--- config.mk ---
export PLATFORM = sky130hd
export DESIGN_NAME = keybag_tlv_parser_top
export DESIGN_NICKNAME = d
export VERILOG_FILES = /design/src/sv/kbtlv_pkg.sv /design/src/sv/keybag_tlv_parser_top.sv /design/src/sv/kbtlv_front.sv /design/src/sv/kbtlv_queue.sv /design/src/sv/kbtlv_back.sv
export SDC_FILE = /design/constraint.sdc
export NUM_CORES = 1
export LEC_CHECK = 0
export ABC_AREA = 0
export BUFFER_PORTS_ARGS = -buffer_cell sky130_fd_sc_hd__buf_2
export CAP_MARGIN = 20
export CORE_MARGIN = 2
export CORE_UTILIZATION = 50
export CTS_CLUSTER_DIAMETER = 30
export DETAILED_ROUTE_END_ITERATION = 16
export GPL_ROUTABILITY_DRIVEN = 0
export PLACE_DENSITY_LB_ADDON = 0.1
export SLEW_MARGIN = 5
export SYNTH_ARGS = -nofsm -noshare
export SYNTH_HDL_FRONTEND = slang
export SYNTH_SLANG_ARGS = --single-unit
--- constraint.sdc ---
create_clock -name clk -period 5.9 [get_ports clk]
set_input_delay 0.295 -clock clk [delete_from_list [all_inputs] [get_ports clk]]
set_output_delay 0.295 -clock clk [all_outputs]
set_load 0.03 [all_outputs]
--- src/sv/kbtlv_pkg.sv ---
`default_nettype none

package kbtlv_pkg;

  localparam int MAX_KEYS          = 20;
  localparam int WRAPPED_KEY_BYTES = 40;
  localparam int SALT_BYTES        = 20;
  localparam int UUID_BYTES        = 16;

  localparam int BLOB_LEN_W = 20;
  localparam int KIND_W     = 4;
  localparam int VALUE_W    = 32;
  localparam int SLOT_W     = 5;
  localparam int OFFSET_W   = 6;
  localparam int CAP_W      = 7;

  // Bundle queue depth; must be a power of two
  localparam int QUEUE_DEPTH = 4;
  localparam int QUEUE_AW    = $clog2(QUEUE_DEPTH);

  localparam logic [31:0] TAG_DATA = 32'h41544144;
  localparam logic [31:0] TAG_VERS = 32'h53524556;
  localparam logic [31:0] TAG_TYPE = 32'h45505954;
  localparam logic [31:0] TAG_SALT = 32'h544C4153;
  localparam logic [31:0] TAG_ITER = 32'h52455449;
  localparam logic [31:0] TAG_UUID = 32'h44495555;
  localparam logic [31:0] TAG_CLAS = 32'h53414C43;
  localparam logic [31:0] TAG_WRAP = 32'h50415257;
  localparam logic [31:0] TAG_WPKY = 32'h594B5057;

  localparam logic ADDR_BLOB_LENGTH = 1'b0;

  typedef enum logic [2:0] {
    PH_OUTER_TAG,
    PH_OUTER_LEN,
    PH_REC_TAG,
    PH_REC_LEN,
    PH_REC_DATA,
    PH_STOP
  } phase_t;

  typedef enum logic [KIND_W-1:0] {
    KIND_VERSION    = 4'd0,
    KIND_TYPE       = 4'd1,
    KIND_ITER       = 4'd2,
    KIND_SALT       = 4'd3,
    KIND_BAG_UUID   = 4'd4,
    KIND_KEY_UUID   = 4'd5,
    KIND_CLASS      = 4'd6,
    KIND_WRAP       = 4'd7,
    KIND_WPKY       = 4'd8,
    KIND_DONE       = 4'd9,
    KIND_BAD_MAGIC  = 4'd10,
    KIND_BAD_LENGTH = 4'd11,
    KIND_KEY_LIMIT  = 4'd12,
    KIND_NONE       = 4'd15
  } kind_t;

  typedef struct packed {
    kind_t               kind;
    logic [VALUE_W-1:0]  value;
    logic [SLOT_W-1:0]   slot;
    logic [OFFSET_W-1:0] offset;
  } item_t;

  typedef struct packed {
    logic  two;
    item_t first;
    item_t second;
  } bundle_t;

endpackage

`default_nettype wire

--- src/sv/keybag_tlv_parser_top.sv ---
// Key-bag tag-length-value parser.
// Input channel: push/full with data_byte and first_byte; a byte is taken at
// a clock edge with push high and full low. first_byte restarts parsing.
// Result channel: empty/pop; the oldest result sits on item_kind, item_value,
// key_slot, byte_offset and last_of_run while empty is low, and is taken at
// an edge with pop high.
// Configuration: APB write of blob_length at address 0, pready tied high.
// Throughput: one byte per cycle while full is low. A byte gives zero, one
// or two results, registered together into the queue; a second one follows
// on the next pop. The parser runs one step per byte; a four-entry bundle
// queue separates it from the result side, so full rises only after the
// receiver has stalled long enough to fill it.
// Reset clears the parser, the queue and blob_length; results still queued
// are dropped.
`default_nettype none

module keybag_tlv_parser_top
  import kbtlv_pkg::*;
(
  input  wire logic                  clk,
  input  wire logic                  rst,
  input  wire logic                  psel,
  input  wire logic                  penable,
  input  wire logic                  pwrite,
  input  wire logic [2:0]            paddr,
  input  wire logic [31:0]           pwdata,
  output logic      [31:0]           prdata,
  output logic                       pready,
  input  wire logic                  push,
  output logic                       full,
  input  wire logic [7:0]            data_byte,
  input  wire logic                  first_byte,
  output logic                       empty,
  input  wire logic                  pop,
  output logic      [KIND_W-1:0]     item_kind,
  output logic      [VALUE_W-1:0]    item_value,
  output logic      [SLOT_W-1:0]     key_slot,
  output logic      [OFFSET_W-1:0]   byte_offset,
  output logic                       last_of_run
);

  logic [BLOB_LEN_W-1:0] blob_length;
  logic                  accept;
  logic                  bundle_valid;
  bundle_t               bundle;
  bundle_t               head;
  logic                  q_empty;
  logic                  q_pop;

  assign pready = 1'b1;
  assign prdata = (paddr[2] == ADDR_BLOB_LENGTH) ? 32'(blob_length) : '0;

  always_ff @(posedge clk) begin
    if (rst) begin
      blob_length <= '0;
    end else if (psel && penable && pwrite && pready && paddr[2] == ADDR_BLOB_LENGTH) begin
      blob_length <= pwdata[BLOB_LEN_W-1:0];
    end
  end

  assign accept = push && !full;

  kbtlv_front u_front (
    .clk          (clk),
    .rst          (rst),
    .accept       (accept),
    .data_byte    (data_byte),
    .first_byte   (first_byte),
    .blob_length  (blob_length),
    .bundle_valid (bundle_valid),
    .bundle       (bundle)
  );

  kbtlv_queue u_queue (
    .clk     (clk),
    .rst     (rst),
    .wr_en   (bundle_valid),
    .wr_data (bundle),
    .full    (full),
    .rd_en   (q_pop),
    .rd_data (head),
    .empty   (q_empty)
  );

  kbtlv_back u_back (
    .clk         (clk),
    .rst         (rst),
    .head        (head),
    .q_empty     (q_empty),
    .q_pop       (q_pop),
    .pop         (pop),
    .empty       (empty),
    .item_kind   (item_kind),
    .item_value  (item_value),
    .key_slot    (key_slot),
    .byte_offset (byte_offset),
    .last_of_run (last_of_run)
  );

endmodule

`default_nettype wire

--- src/sv/kbtlv_front.sv ---
`default_nettype none

module kbtlv_front
  import kbtlv_pkg::*;
(
  input  wire logic                  clk,
  input  wire logic                  rst,
  input  wire logic                  accept,
  input  wire logic [7:0]            data_byte,
  input  wire logic                  first_byte,
  input  wire logic [BLOB_LEN_W-1:0] blob_length,
  output logic                       bundle_valid,
  output bundle_t                    bundle
);

  phase_t                phase, phase_next, cur_phase;
  logic [BLOB_LEN_W-1:0] fbc, fbc_next, cur_fbc;
  logic [BLOB_LEN_W-1:0] bte, bte_next, cur_bte;
  logic [31:0]           tag, tag_next, cur_tag;
  logic [31:0]           rlen, rlen_next, cur_rlen;
  logic [31:0]           acc, acc_next, cur_acc;
  logic                  bag_seen, bag_seen_next, cur_bag_seen;
  logic                  cvalid, cvalid_next, cur_cvalid;
  logic [SLOT_W-1:0]     cidx, cidx_next, cur_cidx;
  kind_t                 rkind, rkind_next, cur_rkind;

  logic [BLOB_LEN_W:0]   fbc_inc;
  logic [31:0]           tag_shift;
  logic [31:0]           rlen_shift;
  logic [SLOT_W:0]       cidx_try;
  logic [2:0]            need;
  logic                  count_byte;
  logic                  item_v;
  item_t                 item;
  logic                  done_v;
  item_t                 done_item;
  kind_t                 okind;

  function automatic logic is_word(input kind_t k);
    return k inside {KIND_VERSION, KIND_TYPE, KIND_ITER, KIND_CLASS, KIND_WRAP};
  endfunction

  function automatic logic [CAP_W-1:0] byte_cap(input kind_t k);
    case (k)
      KIND_SALT:                   return CAP_W'(SALT_BYTES);
      KIND_BAG_UUID, KIND_KEY_UUID: return CAP_W'(UUID_BYTES);
      KIND_WPKY:                   return CAP_W'(WRAPPED_KEY_BYTES);
      default:                     return '0;
    endcase
  endfunction

  function automatic logic [VALUE_W-1:0] key_count(input logic v, input logic [SLOT_W-1:0] i);
    return v ? VALUE_W'(i) + VALUE_W'(1) : '0;
  endfunction

  function automatic logic [SLOT_W-1:0] slot_of(input kind_t k, input logic v,
                                               input logic [SLOT_W-1:0] i);
    return (k inside {[KIND_KEY_UUID:KIND_WPKY]} && v) ? i : '0;
  endfunction

  // A first byte restarts parsing from the cleared state
  always_comb begin
    if (first_byte) begin
      cur_phase    = PH_OUTER_TAG;
      cur_fbc      = '0;
      cur_bte      = '0;
      cur_tag      = '0;
      cur_rlen     = '0;
      cur_acc      = '0;
      cur_bag_seen = 1'b0;
      cur_cvalid   = 1'b0;
      cur_cidx     = '0;
      cur_rkind    = KIND_NONE;
    end else begin
      cur_phase    = phase;
      cur_fbc      = fbc;
      cur_bte      = bte;
      cur_tag      = tag;
      cur_rlen     = rlen;
      cur_acc      = acc;
      cur_bag_seen = bag_seen;
      cur_cvalid   = cvalid;
      cur_cidx     = cidx;
      cur_rkind    = rkind;
    end
  end

  always_comb begin
    phase_next    = cur_phase;
    fbc_next      = cur_fbc;
    bte_next      = cur_bte;
    tag_next      = cur_tag;
    rlen_next     = cur_rlen;
    acc_next      = cur_acc;
    bag_seen_next = cur_bag_seen;
    cvalid_next   = cur_cvalid;
    cidx_next     = cur_cidx;
    rkind_next    = cur_rkind;
    count_byte    = 1'b0;
    item_v        = 1'b0;
    item          = '{kind: KIND_NONE, value: '0, slot: '0, offset: '0};
    done_v        = 1'b0;
    done_item     = '{kind: KIND_DONE, value: '0, slot: '0, offset: '0};
    okind         = KIND_NONE;
    cidx_try      = '0;
    need          = '0;

    fbc_inc    = {1'b0, cur_fbc} + (BLOB_LEN_W+1)'(1);
    tag_shift  = {data_byte, cur_tag[31:8]};
    rlen_shift = {cur_rlen[23:0], data_byte};

    case (cur_phase)
      PH_OUTER_TAG, PH_REC_TAG: begin
        tag_next   = tag_shift;
        fbc_next   = fbc_inc[BLOB_LEN_W-1:0];
        count_byte = (cur_phase == PH_REC_TAG);
        if (cur_fbc[1:0] == 2'd3) begin
          fbc_next  = '0;
          rlen_next = '0;
          if (cur_phase == PH_REC_TAG) begin
            phase_next = PH_REC_LEN;
          end else if (tag_shift != TAG_DATA) begin
            item_v     = 1'b1;
            item.kind  = KIND_BAD_MAGIC;
            phase_next = PH_STOP;
          end else begin
            phase_next = PH_OUTER_LEN;
          end
        end
      end
      PH_OUTER_LEN: begin
        rlen_next = rlen_shift;
        fbc_next  = fbc_inc[BLOB_LEN_W-1:0];
        if (cur_fbc[1:0] == 2'd3) begin
          fbc_next = '0;
          if ({1'b0, rlen_shift} + 33'd8 > 33'(blob_length)) begin
            item_v     = 1'b1;
            item.kind  = KIND_BAD_LENGTH;
            phase_next = PH_STOP;
          end else if (rlen_shift == '0) begin
            item_v     = 1'b1;
            item.kind  = KIND_DONE;
            item.value = key_count(cur_cvalid, cur_cidx);
            phase_next = PH_STOP;
          end else begin
            bte_next   = rlen_shift[BLOB_LEN_W-1:0];
            tag_next   = '0;
            phase_next = PH_REC_TAG;
          end
        end
      end
      PH_REC_LEN: begin
        count_byte = 1'b1;
        rlen_next  = rlen_shift;
        fbc_next   = fbc_inc[BLOB_LEN_W-1:0];
        if (cur_fbc[1:0] == 2'd3) begin
          fbc_next = '0;
          acc_next = '0;
          cidx_try = cur_cvalid ? {1'b0, cur_cidx} + (SLOT_W+1)'(1) : '0;
          // Classify the record on its tag
          case (cur_tag)
            TAG_VERS: okind = KIND_VERSION;
            TAG_TYPE: okind = KIND_TYPE;
            TAG_ITER: okind = KIND_ITER;
            TAG_SALT: okind = KIND_SALT;
            TAG_UUID: begin
              if (!cur_bag_seen) begin
                bag_seen_next = 1'b1;
                okind         = KIND_BAG_UUID;
              end else if (cidx_try < (SLOT_W+1)'(MAX_KEYS)) begin
                cvalid_next = 1'b1;
                cidx_next   = cidx_try[SLOT_W-1:0];
                okind       = KIND_KEY_UUID;
              end else begin
                okind = KIND_KEY_LIMIT;
              end
            end
            TAG_CLAS: okind = cur_cvalid ? KIND_CLASS : KIND_NONE;
            TAG_WRAP: okind = cur_cvalid ? KIND_WRAP : KIND_NONE;
            TAG_WPKY: okind = cur_cvalid ? KIND_WPKY : KIND_NONE;
            default:  okind = KIND_NONE;
          endcase
          if (okind == KIND_KEY_LIMIT) begin
            rkind_next = KIND_NONE;
            item_v     = 1'b1;
            item.kind  = KIND_KEY_LIMIT;
            item.value = VALUE_W'(MAX_KEYS);
            phase_next = PH_STOP;
            count_byte = 1'b0;
          end else begin
            rkind_next = okind;
            if (rlen_shift == '0) begin
              if (is_word(okind)) begin
                item_v    = 1'b1;
                item.kind = okind;
                item.slot = slot_of(okind, cvalid_next, cidx_next);
              end
              tag_next   = '0;
              phase_next = PH_REC_TAG;
            end else begin
              phase_next = PH_REC_DATA;
            end
          end
        end
      end
      PH_REC_DATA: begin
        count_byte = 1'b1;
        if (is_word(cur_rkind)) begin
          if (cur_fbc[BLOB_LEN_W-1:2] == '0) begin
            case (cur_fbc[1:0])
              2'd0:    acc_next = cur_acc | {data_byte, 24'h0};
              2'd1:    acc_next = cur_acc | {8'h0, data_byte, 16'h0};
              2'd2:    acc_next = cur_acc | {16'h0, data_byte, 8'h0};
              default: acc_next = cur_acc | {24'h0, data_byte};
            endcase
          end
          need = (cur_rlen < 32'd4) ? cur_rlen[2:0] : 3'd4;
          if (fbc_inc == (BLOB_LEN_W+1)'(need)) begin
            item_v     = 1'b1;
            item.kind  = cur_rkind;
            item.value = acc_next;
            item.slot  = slot_of(cur_rkind, cur_cvalid, cur_cidx);
          end
        end else if (cur_rkind != KIND_NONE &&
                     cur_fbc < BLOB_LEN_W'(byte_cap(cur_rkind))) begin
          item_v      = 1'b1;
          item.kind   = cur_rkind;
          item.value  = VALUE_W'(data_byte);
          item.slot   = slot_of(cur_rkind, cur_cvalid, cur_cidx);
          item.offset = cur_fbc[OFFSET_W-1:0];
        end
        fbc_next = fbc_inc[BLOB_LEN_W-1:0];
        if (32'(fbc_inc) == cur_rlen) begin
          fbc_next   = '0;
          tag_next   = '0;
          phase_next = PH_REC_TAG;
        end
      end
      default: begin
      end
    endcase

    // Count down the outer length; done when it runs out
    if (count_byte && cur_bte != '0) begin
      bte_next = cur_bte - BLOB_LEN_W'(1);
      if (cur_bte == BLOB_LEN_W'(1)) begin
        done_v          = 1'b1;
        done_item.value = key_count(cvalid_next, cidx_next);
        phase_next      = PH_STOP;
      end
    end

    bundle_valid = accept && (item_v || done_v);
    if (item_v) begin
      bundle.two    = done_v;
      bundle.first  = item;
      bundle.second = done_item;
    end else begin
      bundle.two    = 1'b0;
      bundle.first  = done_item;
      bundle.second = done_item;
    end
  end

  always_ff @(posedge clk) begin
    if (rst) begin
      phase    <= PH_OUTER_TAG;
      fbc      <= '0;
      bte      <= '0;
      tag      <= '0;
      rlen     <= '0;
      acc      <= '0;
      bag_seen <= 1'b0;
      cvalid   <= 1'b0;
      cidx     <= '0;
      rkind    <= KIND_NONE;
    end else if (accept) begin
      phase    <= phase_next;
      fbc      <= fbc_next;
      bte      <= bte_next;
      tag      <= tag_next;
      rlen     <= rlen_next;
      acc      <= acc_next;
      bag_seen <= bag_seen_next;
      cvalid   <= cvalid_next;
      cidx     <= cidx_next;
      rkind    <= rkind_next;
    end
  end

  a_stop_silent: assert property (@(posedge clk) disable iff (rst)
    accept && !first_byte && phase == PH_STOP |-> !bundle_valid)
    else $error("bundle produced while parsing is stopped");

  a_class_range: assert property (@(posedge clk) disable iff (rst)
    cvalid |-> 6'(cidx) < 6'(MAX_KEYS))
    else $error("class index beyond key limit");

  a_second_is_done: assert property (@(posedge clk) disable iff (rst)
    bundle_valid && bundle.two |-> bundle.second.kind == KIND_DONE)
    else $error("second result of a byte is not done");

  a_final_stops: assert property (@(posedge clk) disable iff (rst)
    bundle_valid && (bundle.two || bundle.first.kind == KIND_DONE ||
                     bundle.first.kind == KIND_BAD_MAGIC ||
                     bundle.first.kind == KIND_BAD_LENGTH ||
                     bundle.first.kind == KIND_KEY_LIMIT)
    |=> phase == PH_STOP)
    else $error("parser kept running after a final result");

endmodule

`default_nettype wire

--- src/sv/kbtlv_queue.sv ---
`default_nettype none

module kbtlv_queue
  import kbtlv_pkg::*;
(
  input  wire logic    clk,
  input  wire logic    rst,
  input  wire logic    wr_en,
  input  wire bundle_t wr_data,
  output logic         full,
  input  wire logic    rd_en,
  output bundle_t      rd_data,
  output logic         empty
);

  bundle_t             mem [QUEUE_DEPTH];
  logic [QUEUE_AW-1:0] wptr;
  logic [QUEUE_AW-1:0] rptr;
  logic [QUEUE_AW:0]   count;
  logic                do_wr;
  logic                do_rd;

  assign full    = (count == (QUEUE_AW+1)'(QUEUE_DEPTH));
  assign empty   = (count == '0);
  assign do_wr   = wr_en && !full;
  assign do_rd   = rd_en && !empty;
  assign rd_data = mem[rptr];

  always_ff @(posedge clk) begin
    if (do_wr) begin
      mem[wptr] <= wr_data;
    end
  end

  always_ff @(posedge clk) begin
    if (rst) begin
      wptr  <= '0;
      rptr  <= '0;
      count <= '0;
    end else begin
      if (do_wr) begin
        wptr <= wptr + QUEUE_AW'(1);
      end
      if (do_rd) begin
        rptr <= rptr + QUEUE_AW'(1);
      end
      case ({do_wr, do_rd})
        2'b10:   count <= count + (QUEUE_AW+1)'(1);
        2'b01:   count <= count - (QUEUE_AW+1)'(1);
        default: count <= count;
      endcase
    end
  end

endmodule

`default_nettype wire

--- src/sv/kbtlv_back.sv ---
`default_nettype none

module kbtlv_back
  import kbtlv_pkg::*;
(
  input  wire logic           clk,
  input  wire logic           rst,
  input  wire bundle_t        head,
  input  wire logic           q_empty,
  output logic                q_pop,
  input  wire logic           pop,
  output logic                empty,
  output logic [KIND_W-1:0]   item_kind,
  output logic [VALUE_W-1:0]  item_value,
  output logic [SLOT_W-1:0]   key_slot,
  output logic [OFFSET_W-1:0] byte_offset,
  output logic                last_of_run
);

  logic  sel;
  logic  sel_next;
  item_t cur;

  assign empty       = q_empty;
  assign cur         = sel ? head.second : head.first;
  assign item_kind   = cur.kind;
  assign item_value  = cur.value;
  assign key_slot    = cur.slot;
  assign byte_offset = cur.offset;
  assign last_of_run = sel || !head.two;

  // Release the bundle once its last result is taken
  assign q_pop = pop && !q_empty && last_of_run;

  always_comb begin
    sel_next = sel;
    if (pop && !q_empty) begin
      sel_next = !sel && head.two;
    end
  end

  always_ff @(posedge clk) begin
    if (rst) begin
      sel <= 1'b0;
    end else begin
      sel <= sel_next;
    end
  end

  a_sel_valid: assert property (@(posedge clk) disable iff (rst)
    sel |-> !q_empty && head.two)
    else $error("second result selected without a two-result bundle");

endmodule

`default_nettype wire

==> flow_summary.json, run 1 <==
{
  "synth_largest_area_cell": "edfxtp_1",
  "leakage_nw": 8.60,
  "grt.total_usage": 0.271,
  "synthArstFlopShare": 0,
  "setup_tns_ns": 0,
  "synthFlopType": "edfxtp_1",
  "rr_worst_depth": 22,
  "irDropWorstVdd_mv": 0.215,
  "period_needed_ns": 5.35,
  "synth_edf_count": 216,
  "slew_headroom": 0.321,
  "ctsResizeCount": 0,
  "path_class": "flip-flop to flip-flop",
  "clockBufferDepth": 3,
  "ys_warn_count": 0,
  "synthTopCellsByArea": "edfxtp_1 30%, dfxtp_1 17%, mux4_2 5.7%, nor2_1 4.3%, nand2_1 3.4%",
  "drt-wirelength-per-cell_um": 20.9,
  "fin_crit_sh": 0.906,
  "cts.sinks": 396,
  "finalNonFillerCells": 2873,
  "yosys_register_bits": 396,
  "drt-vias-per-instance": 6.18,
  "grt_pass1_wl_um": 95500,
  "ant_nets": 0,
  "worst-endpoint-required_ns": 6.44,
  "max_cap_violations": 0,
  "power_density_nw_per_um2": 322,
  "netlist.area_leader.share": 0.302,
  "portBuffers": 106,
  "tightest_slew_ns": 1.02,
  "r2r_slack_ns": 0.55,
  "core-area_um2": 42100,
  "hold_path_class": "input port to flip-flop",
  "setup_ws_ns": 0.553,
  "path_clk_slew_ns": 0.05,
  "post-place-ws_ns": 0.569,
  "synth_area_um2": 21500,
  "grt_overflow": 0,
  "grt_antenna_before_repair": 0,
  "critPathArrivalTime_ns": 5.89,
  "ios": 134,
  "final_hold_viol_count": 0,
  "start_kind": "flip-flop",
  "status": "finished clean",
  "setup_viol": 0,
  "dr.first_iter.drc_count": 1635,
  "die_area_um2": 44600,
  "rsz0062_at_grt": "no",
  "drive_above_1_share": 0.179,
  "clock-root-buffer": "clkbuf_16",
  "yosysSeqAreaShare": 0.470,
  "numCtsBuffers": 92,
  "num_vias": 17800,
  "yosysUniqueCellTypes": 100,
  "critPathLaunch": "u_front.rlen[0]$_SDFFE_PP0P_",
  "wl_um": 60000,
  "netlist_instances": 2164,
  "rows": 75,
  "yosys.cell_count.top_type": "nor2_1",
  "ys_top_cells_by_count": "243 x nor2_1, 216 x edfxtp_1, 196 x nand2_1",
  "clock_latency_ns": 0.61,
  "fmax_mhz": 187,
  "cts_tree": "done",
  "crit_end": "u_queue.count[2]$_SDFFE_PP0P_",
  "die_h_um": 211,
  "clock_skew_ns": 0.0219,
  "post_cts_buffers": 0,
  "cp-end-kind": "flip-flop",
  "reg2reg_to": "u_queue.count[2]$_SDFFE_PP0P_",
  "start_util": 0.509,
  "path_max_fanout": 10,
  "rr_startpoint": "u_front.rlen[0]$_SDFFE_PP0P_",
  "fin_nets": 2349,
  "die_w_um": 211,
  "grt_pass1_vias": 17400,
  "num-fill-cells": 3520,
  "cts-htree-levels": 3,
  "grt_max_degree": 78,
  "cts-hold-fix-buffers": 20,
  "area_growth_pct": 19.5,
  "holdCritStartpoint": "pop",
  "detail_route.drc_violations": 0,
  "finalMaxSlewViolations": 0,
  "drt_first_pass_iters": 7,
  "avgSynthCellArea_um2": 9.91,
  "dp.cells": 2683,
  "diodes": 0,
  "hpwl_um": 39200,
  "whs_ns": 0.0547
}
how the worst min path moves through the flow:
stage                                        to  slack [ns]  depth (start not counted)
detailed placement  blob_length[1]$_SDFFE_PP0P_        0.45                          2
global placement    u_front.acc[3]$_SDFFE_PP0P_        0.44                          2
finish                  u_back.sel$_SDFFE_PP0P_        0.05                          4
floorplan           u_front.acc[0]$_SDFFE_PP0P_        0.42                          2
CTS                     u_back.sel$_SDFFE_PP0P_        0.03                          4
global route            u_back.sel$_SDFFE_PP0P_        0.09                          4
cell families after synthesis:
group / count (synthesis) / synth area share
compound gates: 481 / 0.157
xor+xnor: 59 / 0.0260
fa+ha+maj: 40 / 0.0237
buf+inv: 248 / 0.0483
flops: 396 / 0.470
mux: 71 / 0.0649
other cells: 2 / 0.000350
simple gates: 867 / 0.210
worst max-delay path: stages (launching register included):
cell and delay [ns]:
dfxtp_1 0.58, nand4_1 0.30, nor4_4 0.34, buf_4 0.20
nand3_1 0.10, xor2_1 0.21, nor2_1 0.07, ha_1 0.34
nand3_1 0.12, nor3_1 0.20, a41o_1 0.19, o22ai_1 0.12
a2111oi_4 0.55, nand4_1 0.27, a21oi_2 0.21, a21oi_2 0.13
inv_1 0.09, ha_1 0.18, inv_1 0.06, fa_1 0.38
xor2_1 0.17, or3_1 0.31, a21oi_1 0.14
where the power goes:
| group | switching [mW] | internal [mW] |
|---|---|---|
| registers | 0.0312 | 2.91 |
| logic | 0.257 | 0.120 |
| clock network | 1.64 | 3.31 |
area by class of cell:
type                            count  area [um2]  share of cell area
Clock inverter                     59         618              0.0241
Sequential cell                   396       10100               0.394
Multi-Input combinational cell   1531       10400               0.406
Inverter                           64         240             0.00937
Timing Repair Buffer              173        1130              0.0439
Clock buffer                      111        2480              0.0966
Tap cell                          539         674              0.0263
state kept, by name, indices dropped and copies added (netlist names), named ones only:
| register | count |
|---|---|
| blob_length | 20 |
| u_back.sel | 1 |
| u_front.acc | 32 |
| u_front.bag_seen | 1 |
| u_front.bte | 20 |
| u_front.cidx | 5 |
| u_front.cvalid | 1 |
| u_front.fbc | 20 |
| u_front.phase | 3 |
| u_front.rkind | 4 |
| u_front.rlen | 32 |
| u_front.tag | 32 |
| u_queue.count | 3 |
| u_queue.mem | 216 |
| u_queue.rptr | 2 |
| u_queue.wptr | 2 |
layout by cell type, fill, tap and decap left out, types with 11 or more instances in the layout:
master / n
a22oi_1: 68
a22o_1: 34
o21a_1: 11
o21ai_0: 71
and2_1: 50
a21oi_1: 116
clkinv_2: 15
nand2b_1: 15
a211oi_1: 22
buf_2: 104
xor2_1: 22
mux2i_1: 12
dlygate4sd3_1: 20
edfxtp_1: 216
conb_1: 13
nor3_1: 53
inv_1: 62
a31oi_1: 12
nand3_1: 59
nand2_1: 196
buf_4: 46
or3_1: 11
and3_1: 16
mux4_2: 54
nor2_1: 242
ha_1: 39
dfxtp_1: 178
clkbuf_16: 94
nand4_1: 39
clkbuf_1: 11
a32oi_1: 14
or4_1: 19
nor4_1: 28
xnor2_1: 34
nor2b_1: 46
metrics by stage:
| stage | total power [mW] | area (um2) | util |
|---|---|---|---|
| after global placement | 3.34 | 22300 | 0.530 |
| final | 8.26 | 25600 | 0.608 |
| after global routing | 8.53 | 25600 | 0.608 |
| after floorplan | 3.24 | 21500 | - |
| after detailed placement | 3.34 | 22300 | 0.530 |
| after CTS | 8.33 | 25600 | 0.608 |
per-layer routing:
| layer | wire length, um | global-route usage |
|---|---|---|
| met3 | 4200 | 0.0437 |
| met1 | 26400 | 0.368 |
| met5 | 0 | 0 |
| met2 | 27800 | 0.436 |
| met4 | 1660 | 0.105 |
Power figures use the tool's default switching activity.
==> inputs of run 2 (changes only) <==
==> constraint.sdc (replaced) <==
create_clock -name clk -period 6.26 [get_ports clk]
set_input_delay 0.313 -clock clk [delete_from_list [all_inputs] [get_ports clk]]
set_output_delay 0.313 -clock clk [all_outputs]
set_load 0.03 [all_outputs]
==> flow_summary.json, run 2 (synthesis gave the netlist of run 1 again) <==
{
  "grt_pass1_wl_um": 95000,
  "start_kind": "flip-flop",
  "grt.total_usage": 0.270,
  "die_h_um": 211,
  "regArea_um2": 10100,
  "grt_pass1_vias": 17300,
  "final_hold_viol_count": 0,
  "p_comb_frac": 0.044,
  "p_int_mw": 6.24,
  "cts-htree-levels": 3,
  "power_switching_mw": 1.81,
  "grt_overflow": 0,
  "path_clk_slew_ns": 0.05,
  "fin_crit_sh": 0.877,
  "clock_skew_ns": 0.0238,
  "core-area_um2": 42100,
  "hpwl_um": 39500,
  "largest_register_ffs": 216,
  "die_area_um2": 44600,
  "multi_input_area_um2": 10400,
  "numCtsBuffers": 86,
  "hold_path_class": "input port to flip-flop",
  "critPathLaunch": "u_front.rlen[1]$_SDFFE_PP0P_",
  "power_density_nw_per_um2": 313,
  "worst-endpoint-required_ns": 6.55,
  "die_w_um": 211,
  "cts.sinks": 396,
  "ant_nets": 0,
  "setup_ws_ns": 0.769,
  "pwr-share-seq": 0.344,
  "cts-hold-fix-buffers": 20,
  "start_util": 0.509,
  "clock_latency_ns": 0.62,
  "path_class": "flip-flop to flip-flop",
  "top_register": "u_queue.mem",
  "dr.first_iter.drc_count": 1693,
  "clock-root-buffer": "clkbuf_16",
  "drt-wirelength-per-cell_um": 21.0,
  "slew_headroom": 0.256,
  "drt_first_pass_iters": 6,
  "grt_antenna_before_repair": 1,
  "num_vias": 17700,
  "fmax_mhz": 182,
  "drt-vias-per-instance": 6.19,
  "grt_max_degree": 101,
  "ios": 134,
  "max_cap_violations": 0,
  "rr_worst_depth": 16,
  "rsz0062_at_grt": "no",
  "path_max_fanout": 32,
  "num-fill-cells": 3422,
  "critPathArrivalTime_ns": 5.78,
  "r2r_slack_ns": 0.77,
  "status": "finished clean",
  "portBuffers": 106,
  "post_cts_buffers": 0,
  "setup_viol": 0,
  "irDropWorstVdd_mv": 0.202,
  "cp-end-kind": "flip-flop",
  "clkPwrFrac": 0.612,
  "setup_tns_ns": 0,
  "clockBufferDepth": 3,
  "reg2reg_to": "u_queue.mem[2][78]$_DFFE_PP_",
  "fin_nets": 2341,
  "tightest_slew_ns": 1.12,
  "final_cell_mix": "242 x nor2_1, 216 x edfxtp_1, 196 x nand2_1",
  "rows": 75,
  "period_needed_ns": 5.49,
  "wl_um": 60200,
  "ctsResizeCount": 0,
  "rr_startpoint": "u_front.rlen[1]$_SDFFE_PP0P_",
  "switching_share": 0.225,
  "layout_commonest_cell": "nor2_1",
  "drive_above_1_share": 0.179,
  "detail_route.drc_violations": 0,
  "area_growth_pct": 19.8,
  "post-place-ws_ns": 0.686,
  "leakage_nw": 8.64,
  "finalMaxSlewViolations": 0,
  "cts_tree": "done",
  "crit_end": "u_queue.mem[2][78]$_DFFE_PP_"
}
==> run 2: cell count changes in the layout (fill, tap and decap cells not counted), sizes merged <==
cell,delta
clkinv,-15
bufinv,+10
clkbuf,-9
inv,+6
buf,-2
clkinvlp,-1
diode,+1
==> run 2: final cells by class <==
type | count | share of cell area
multi-input cells | 1531 | 0.405
flip-flops and latches | 396 | 0.393
clock buffers | 102 | 0.0905
repair buffers | 171 | 0.0426
clock inverters | 59 | 0.0339
well taps | 539 | 0.0262
inverters | 64 | 0.00935
diodes | 1 | 0.0000974
==> run 2: how the worst min path moves through the flow <==
stage	from	to	slack, ns	depth (start not counted)
after floorplan	u_front.acc[0]$_SDFFE_PP0P_	u_front.acc[0]$_SDFFE_PP0P_	0.42	2
after global placement	u_front.acc[0]$_SDFFE_PP0P_	u_front.acc[0]$_SDFFE_PP0P_	0.44	2
after detailed placement	blob_length[3]$_SDFFE_PP0P_	blob_length[3]$_SDFFE_PP0P_	0.45	2
after CTS	pop	u_back.sel$_SDFFE_PP0P_	0.04	4
after global routing	rst	u_queue.count[1]$_SDFFE_PP0P_	0.07	2
final	pop	u_back.sel$_SDFFE_PP0P_	0.06	4
==> run 2: layer usage <==
| layer | track usage | vias up | wire (um) |
|---|---|---|---|
| met1 | 0.360 | 8632 | 26000 |
| met4 | 0.105 | 0 | 1570 |
| met5 | 0 | - | 0 |
| met2 | 0.440 | 736 | 28400 |
| met3 | 0.0459 | 115 | 4290 |
| li1 | - | 8250 | - |
==> run 2: worst max-delay path, cell delays in order, from the launching register on <==
cell and delay, ns:
dfxtp_1 0.60, nand4_1 0.32, nor4_4 0.57, nand3_1 0.15
xor2_1 0.16, nor2_1 0.06, ha_1 0.32, nand3_1 0.11
or3_1 0.36, a311o_1 0.28, o22ai_1 0.22, a2111oi_4 0.12
nand4_1 0.21, a21oi_2 0.09, a21oi_2 0.34, and2_2 0.81
buf_4 0.42
==> run 2: metrics by stage <==
step	cells	util	instance area [um2]	hold slack (ns)	power (mW)
2_1_floorplan	2175	-	21500	0.425	3.05
3_5_place_dp	2680	0.529	22300	0.447	3.15
5_1_grt	2862	0.610	25700	0.0708	8.28
3_3_place_gp	2680	0.529	22300	0.438	3.15
4_1_cts	2861	0.609	25700	0.0352	8.10
6_report	2863	0.610	25700	0.0577	8.05
==> run 2: power by group through the flow <==
stage	Clock (mW)	Sequential, mW	Combinational, mW
CTS	4.99	2.76	0.349
finish	4.92	2.77	0.358
detailed placement	0	2.81	0.338
global route	5.13	2.77	0.388
global placement	0	2.81	0.333
floorplan	0	2.80	0.252
